`config.mk`:
```
export PLATFORM = sky130hd
export DESIGN_NAME = gf2m_multiply_invert
export DESIGN_NICKNAME = d
export VERILOG_FILES = /design/src/rtl/gfmi_pkg.sv /design/src/rtl/gf2m_multiply_invert.sv /design/src/rtl/gfmi_mul.sv
export SDC_FILE = /design/constraint.sdc
export NUM_CORES = 1
export LEC_CHECK = 0
export BUFFER_PORTS_ARGS = -buffer_cell sky130_fd_sc_hd__buf_4
export CORE_UTILIZATION = 40
export DETAILED_ROUTE_END_ITERATION = 7
export PLACE_DENSITY = 0.62
export SLEW_MARGIN = 5
export SYNTH_ARGS = -nofsm -noshare
export SYNTH_HDL_FRONTEND = slang
export SYNTH_HIERARCHICAL = 1
export SYNTH_SLANG_ARGS = --single-unit
```
`constraint.sdc`:
```
create_clock -name i_clk -period 20.5 [get_ports i_clk]
set_clock_uncertainty 0.15 [all_clocks]
set_input_delay 0 -clock i_clk [delete_from_list [all_inputs] [get_ports i_clk]]
set_output_delay 0 -clock i_clk [all_outputs]
set_load 0.03 [all_outputs]
```
`src/rtl/gfmi_pkg.sv`:
```
// shared constants and helper functions for the gf(2^m) multiply / invert unit
package gfmi_pkg;

    // field element and polynomial widths
    localparam int ELEM_W = 8;
    localparam int POLY_W = ELEM_W + 1;
    localparam int DIM_W  = $clog2(POLY_W + 1);

    // largest field dimension handled, larger degrees act as dimension zero
    localparam int MAX_DIM = 8;

    // polynomial after reset: x^8 + x^4 + x^3 + x + 1
    localparam logic [POLY_W-1:0] POLY_RESET = 9'h11B;

    // command codes
    localparam logic CMD_MUL = 1'b0;
    localparam logic CMD_INV = 1'b1;

    // degree of the reduction polynomial, clamped to zero above MAX_DIM
    function automatic logic [DIM_W-1:0] poly_degree(input logic [POLY_W-1:0] poly);
        logic [DIM_W-1:0] d;
        d = '0;
        for (int k = 1; k < POLY_W; k++) begin
            if (poly[k]) begin
                d = DIM_W'(k);
            end
        end
        if (d > DIM_W'(MAX_DIM)) begin
            d = '0;
        end
        return d;
    endfunction

    // mask of the bits below the field dimension
    function automatic logic [ELEM_W-1:0] dim_mask(input logic [DIM_W-1:0] dim);
        logic [POLY_W-1:0] c;
        c = (POLY_W'(1) << dim) - POLY_W'(1);
        return c[ELEM_W-1:0];
    endfunction

endpackage

```
`src/rtl/gf2m_multiply_invert.sv`:
```
// top level: gf(2^m) multiply and invert unit with programmable polynomial
//
// usage:
//   request channel: drive i_command, i_operand_a, i_operand_b and raise start;
//   the request is taken at a clock edge where start is high and busy is low.
//   command 0 multiplies a by b, command 1 inverts a. operand bits at or above
//   the field dimension m (degree of the polynomial) are ignored.
//   result channel: o_done is high for exactly one cycle with o_result_value
//   and o_no_inverse; the receiver cannot stall, so the result must be taken
//   in that cycle. busy is already low in that cycle, so a new request may
//   follow at once.
//   configuration: i_cfg_field_poly is written when i_cfg_valid and
//   o_cfg_ready are both high; o_cfg_ready is high while the unit is idle
//   and no request is being raised on start.
//   sequencing: a multiply passes through S_MUL, where the product is registered
//   with o_done. invert walks the candidates 1 .. 2^m-1 through the single
//   shared field multiplier, one per cycle, up to 255 candidates for m = 8; the
//   multiplier is the limit. invert of zero ends in its first step with zero.
//   reset: synchronous, active low; the polynomial returns to 0x11B and any
//   request in flight is dropped without a result.
module gf2m_multiply_invert (
    input  logic                         i_clk,
    input  logic                         i_rst_n,
    input  logic                         start,
    output logic                         busy,
    input  logic                         i_command,
    input  logic [gfmi_pkg::ELEM_W-1:0]  i_operand_a,
    input  logic [gfmi_pkg::ELEM_W-1:0]  i_operand_b,
    output logic                         o_done,
    output logic [gfmi_pkg::ELEM_W-1:0]  o_result_value,
    output logic                         o_no_inverse,
    input  logic                         i_cfg_valid,
    output logic                         o_cfg_ready,
    input  logic [gfmi_pkg::POLY_W-1:0]  i_cfg_field_poly
);

    typedef enum logic [1:0] {
        S_IDLE,
        S_MUL,
        S_INV
    } t_state;

    t_state                      r_state;
    logic                        r_done;
    logic [gfmi_pkg::POLY_W-1:0] r_poly;
    logic                        r_cmd;
    logic [gfmi_pkg::ELEM_W-1:0] r_a;
    logic [gfmi_pkg::ELEM_W-1:0] r_b;
    logic [gfmi_pkg::ELEM_W-1:0] r_result;
    logic                        r_no_inv;

    logic [gfmi_pkg::DIM_W-1:0]  dim;
    logic [gfmi_pkg::ELEM_W-1:0] mask;
    logic [gfmi_pkg::ELEM_W-1:0] product;
    logic                        accept;

    // field dimension and element mask from the polynomial
    assign dim    = gfmi_pkg::poly_degree(r_poly);
    assign mask   = gfmi_pkg::dim_mask(dim);
    assign accept = start && (r_state == S_IDLE);

    // shared multiplier; r_b is the multiplicand or the inverse candidate
    gfmi_mul u_mul (
        .i_a       (r_a),
        .i_b       (r_b),
        .i_poly    (r_poly),
        .i_dim     (dim),
        .i_mask    (mask),
        .o_product (product)
    );

    // configuration register
    always_ff @(posedge i_clk) begin
        if (!i_rst_n) begin
            r_poly <= gfmi_pkg::POLY_RESET;
        end else if (i_cfg_valid && o_cfg_ready) begin
            r_poly <= i_cfg_field_poly;
        end
    end

    // sequencer, operand registers and result registers
    always_ff @(posedge i_clk) begin
        if (!i_rst_n) begin
            r_state <= S_IDLE;
            r_done  <= 1'b0;
        end else begin
            r_done <= 1'b0;
            case (r_state)
                S_IDLE: begin
                    if (accept) begin
                        r_cmd <= i_command;
                        r_a   <= i_operand_a & mask;
                        if (i_command == gfmi_pkg::CMD_INV) begin
                            r_b     <= gfmi_pkg::ELEM_W'(1);
                            r_state <= S_INV;
                        end else begin
                            r_b     <= i_operand_b & mask;
                            r_state <= S_MUL;
                        end
                    end
                end
                S_MUL: begin
                    r_result <= product;
                    r_no_inv <= 1'b0;
                    r_done   <= 1'b1;
                    r_state  <= S_IDLE;
                end
                S_INV: begin
                    if (r_a == '0) begin
                        // zero maps to zero
                        r_result <= '0;
                        r_no_inv <= 1'b0;
                        r_done   <= 1'b1;
                        r_state  <= S_IDLE;
                    end else if (product == gfmi_pkg::ELEM_W'(1)) begin
                        r_result <= r_b;
                        r_no_inv <= 1'b0;
                        r_done   <= 1'b1;
                        r_state  <= S_IDLE;
                    end else if (r_b == mask) begin
                        // every candidate tried, no inverse exists
                        r_result <= '0;
                        r_no_inv <= 1'b1;
                        r_done   <= 1'b1;
                        r_state  <= S_IDLE;
                    end else begin
                        r_b <= r_b + gfmi_pkg::ELEM_W'(1);
                    end
                end
                default: begin
                    r_state <= S_IDLE;
                end
            endcase
        end
    end

    // outputs; a request raised in the same cycle wins over a polynomial write
    assign busy           = (r_state != S_IDLE);
    assign o_cfg_ready    = (r_state == S_IDLE) && !start;
    assign o_done         = r_done;
    assign o_result_value = r_result;
    assign o_no_inverse   = r_no_inv;

    // a result is only shown once the sequencer is back to idle
    a_done_idle: assert property (@(posedge i_clk) disable iff (!i_rst_n)
        o_done |-> !busy)
        else $error("result strobe while sequencer busy");

    // an accepted request keeps the unit busy in the next cycle
    a_accept_busy: assert property (@(posedge i_clk) disable iff (!i_rst_n)
        (start && !busy) |=> busy)
        else $error("accepted request did not start the sequencer");

    // the missing-inverse flag only comes from an invert and carries a zero value
    a_flag_inv: assert property (@(posedge i_clk) disable iff (!i_rst_n)
        (o_done && o_no_inverse) |->
            (r_cmd == gfmi_pkg::CMD_INV) && (o_result_value == '0))
        else $error("no_inverse raised on a multiply or with nonzero value");

    // the inverse candidate stays within 1 .. 2^m-1
    a_cand_range: assert property (@(posedge i_clk) disable iff (!i_rst_n)
        (r_state == S_INV && r_a != '0) |-> (r_b != '0) && (r_b <= mask))
        else $error("inverse candidate out of range");

endmodule

```
`src/rtl/gfmi_mul.sv`:
```
// shift-and-xor field multiplier with programmable reduction, one product per cycle
module gfmi_mul (
    input  logic [gfmi_pkg::ELEM_W-1:0] i_a,
    input  logic [gfmi_pkg::ELEM_W-1:0] i_b,
    input  logic [gfmi_pkg::POLY_W-1:0] i_poly,
    input  logic [gfmi_pkg::DIM_W-1:0]  i_dim,
    input  logic [gfmi_pkg::ELEM_W-1:0] i_mask,
    output logic [gfmi_pkg::ELEM_W-1:0] o_product
);

    // one partial product and one reduction per bit below the dimension
    always_comb begin
        logic [gfmi_pkg::ELEM_W-1:0] acc;
        logic [gfmi_pkg::POLY_W-1:0] y;
        logic [gfmi_pkg::POLY_W-1:0] y_sh;
        acc  = '0;
        y_sh = '0;
        y    = {1'b0, i_b & i_mask};
        for (int k = 0; k < gfmi_pkg::ELEM_W; k++) begin
            if (gfmi_pkg::DIM_W'(k) < i_dim) begin
                if (i_a[k]) begin
                    acc = acc ^ y[gfmi_pkg::ELEM_W-1:0];
                end
                y_sh = {y[gfmi_pkg::POLY_W-2:0], 1'b0};
                // reduce when the shifted value reaches bit m
                if (|(y_sh & ~{1'b0, i_mask})) begin
                    y_sh = y_sh ^ i_poly;
                end
                y = y_sh;
            end
        end
        o_product = acc & i_mask;
    end

endmodule
```
==> run metrics <==
r2r worst-path depth=34; Syn Inst Count=1,107; met1 global-route usage=0.461; root buffer cell=clkbuf_16; clk slew on worst S/H paths=60 ps; largest net degree at the start of global routing=45; minimum clock period=13,960 ps; Die Ht=140 microns; Hold Crit Class=input pin to flop; via count=9,540; initial antenna violation count=0; Cell Area, Synth=7570 sq um; final core utilization=0.466; Initial DRT Pass Iterations=8; GR Util met2=0.514; Hold Slack=57.0 ps; post-synthesis sequential area ratio=0.131; critical path type=flop to flop; Fillers=1,878; DRT Wirelength=33,800 microns; starting density of the core=0.414; Async S/R FF share, synth=0; LEAKAGE=3.14 nW; area delta synth->final=12.5%; # port buffers=41; pwr dens=121 nW/um^2; Seq. cell area=991 sq um; vias in the first global route=8,610; # IOs=42; CTS H-tree lvls=2; Die Span X=140 microns; post-layout power=1.03 mW; CTS tree=yes; final hold viol count=0; worst slew pin tran=1170 ps; final setup margin=6540 ps; final slew viol count=0; Worst Hold End=r_state[0]; Antenna Cells=0; DRC violations left=35; Critical Path AT=13,720 ps; Worst EP required=20,260 ps; slowest stage delay, CP=930 ps; cell accounting for the most synthesized area=edfxtp_1; setup_tns=0 ps; worst vdd ir=0.0575 mV; outcome=finished, violations left; Final nets=1,164; final setup vio count=0; post-CTS sizing=0; first-pass GRT wire length=51,300 microns; Post-DP Area=8000 sq um; R2R Path Start=r_poly[2]; top post-synthesis cells by area=edfxtp_1, xnor2_1, nand2_1; Yosys reg bits=37; startpoint class of the critical path=flop; count leader, synth=nand2_1; Clock Latency Late Sink=280 ps; Post-synth top flop=edfxtp_1; Synth warnings=6; reg-to-reg critical path endpoint=o_result_value[4]; Routed WL per cell=24.9 microns; DP Worst Slack=7080 ps; deepest clock path buffer count=2; multi-input combinational cell area=6110 sq um; EDFF count, synth=25; clock buffer count from CTS=5; TritonCTS Sinks=37; dpl cells=1,314; Post-DRT Antenna Nets=0; Final Cycle Share=0.681; gr usage total=0.337; most used cell, CP=nand2_1; grt total ovfl=0; Worst path slowest cell=a2111oi_4; # rows=49; min-delay src=start; CP Capture Type=flop; top post-synthesis cells by count=nand2_1, nor2_1, nand3_1; crit path max fanout=23; Max-Cap Viols=0; fin cells=1,359; Slew headroom=0.217; DRT iter0 DRCs=1,888; syn avg cell area=6.84 sq um; post-DP HPWL=23,600 microns; Finished Cell Area=8520 sq um; most used routing layer=met2; die footprint=19,500 sq um; failing checks=design-rule violations; flop2flop setup slack=6540 ps; CORE AREA=18,300 sq um; unrepaired setup endpoints after global routing=false; global-route met3 utilization=0.0643; Peak Freq=71.6 MHz; share of post-route cells with drive strength above 1=0.118; Vias/cell=7.02; hold path cells=4; Synth top area share=0.0992; gp weighted congestion=1.03; Synth Net Count=1,142; Netlist cell types=96
layout make-up:
type                            instances  area share
Clock buffer                            7      0.0156
Tap cell                              229      0.0336
Clock inverter                          1     0.00103
Timing Repair Buffer                  105       0.103
Sequential cell                        37       0.116
Inverter                               27      0.0119
Multi-Input combinational cell        953       0.718
worst max path at each step:
stage          slack (ps)  startpoint                 to
2_1_floorplan       10510   r_poly[5]       o_no_inverse
3_3_place_gp         7090   r_poly[2]  o_result_value[1]
3_5_place_dp         7080   r_poly[2]  o_result_value[4]
4_1_cts              7050   r_poly[2]  o_result_value[3]
5_1_grt              5920   r_poly[2]  o_result_value[2]
6_report             6540   r_poly[2]  o_result_value[4]
cell families (layout without fill, tap and decap cells):
family                     count (synthesis)  after routing  share of synthesized area
xor gates and xnor gates                  75             75                     0.0868
adders and majority gates                  5              5                    0.00827
and+or+nand+nor                          511            511                      0.337
muxes                                     35             35                     0.0547
AOI/OAI and AO/OA                        327            327                      0.320
DFF                                       37             37                      0.131
buffers and inverters                    117            140                     0.0622
layout by cell type, fill, tap and decap left out, drive strengths merged, types with 8 or more instances in the layout:
master	n
nor4	13
a221oi	9
a211oi	20
dlygate4sd3	37
nand4	14
nand2b	9
o22ai	14
nand2	139
and2	23
nor3	39
a31oi	15
o2111ai	11
mux2i	23
buf	68
inv	27
o21ai	57
o31ai	11
and3	21
o221ai	9
nor2	114
dfxtp	12
o21a	11
o211ai	24
or4	11
mux2	8
xor2	13
a21oi	53
nand3b	10
xnor2	62
or2	20
nor2b	8
edfxtp	25
nand3	68
worst max-delay path: cells and delay by family, from the launching register on:
kind | cells | cell delay [ps]
AOI/OAI and AO/OA | 16 | 6380
and+or+nand+nor | 14 | 4990
DFF | 1 | 780
buffers and inverters | 1 | 420
xor gates and xnor gates | 1 | 370
adders and majority gates | 1 | 330
muxes | 1 | 150
state kept, by name (all words and copies together), names as in the netlist:
signal          flops
r_poly              9
o_result_value      8
o_done              1
r_a                 8
o_no_inverse        1
r_state             2
r_b                 8
layer usage:
metal / vias to the layer above / share of wire / wire length, microns
met5: - / 0 / 0
met4: 0 / 0.048 / 1610
met3: 157 / 0.13 / 4250
met2: 779 / 0.43 / 14400
met1: 4395 / 0.40 / 13600
li1: 4209 / - / -
power by group:
part | internal (mW) | switching [mW]
registers | 0.0991 | 0.00909
clock network | 0.0454 | 0.0297
logic | 0.314 | 0.535
total | 0.459 | 0.574
repair_timing:
action / 4_1_cts / 5_1_grt
buffers inserted: 0 / 0
hold buffers: 37 / 0
hold endpoints to repair: 28 / 0
No activity file was read; power rests on OpenSTA's default activity.
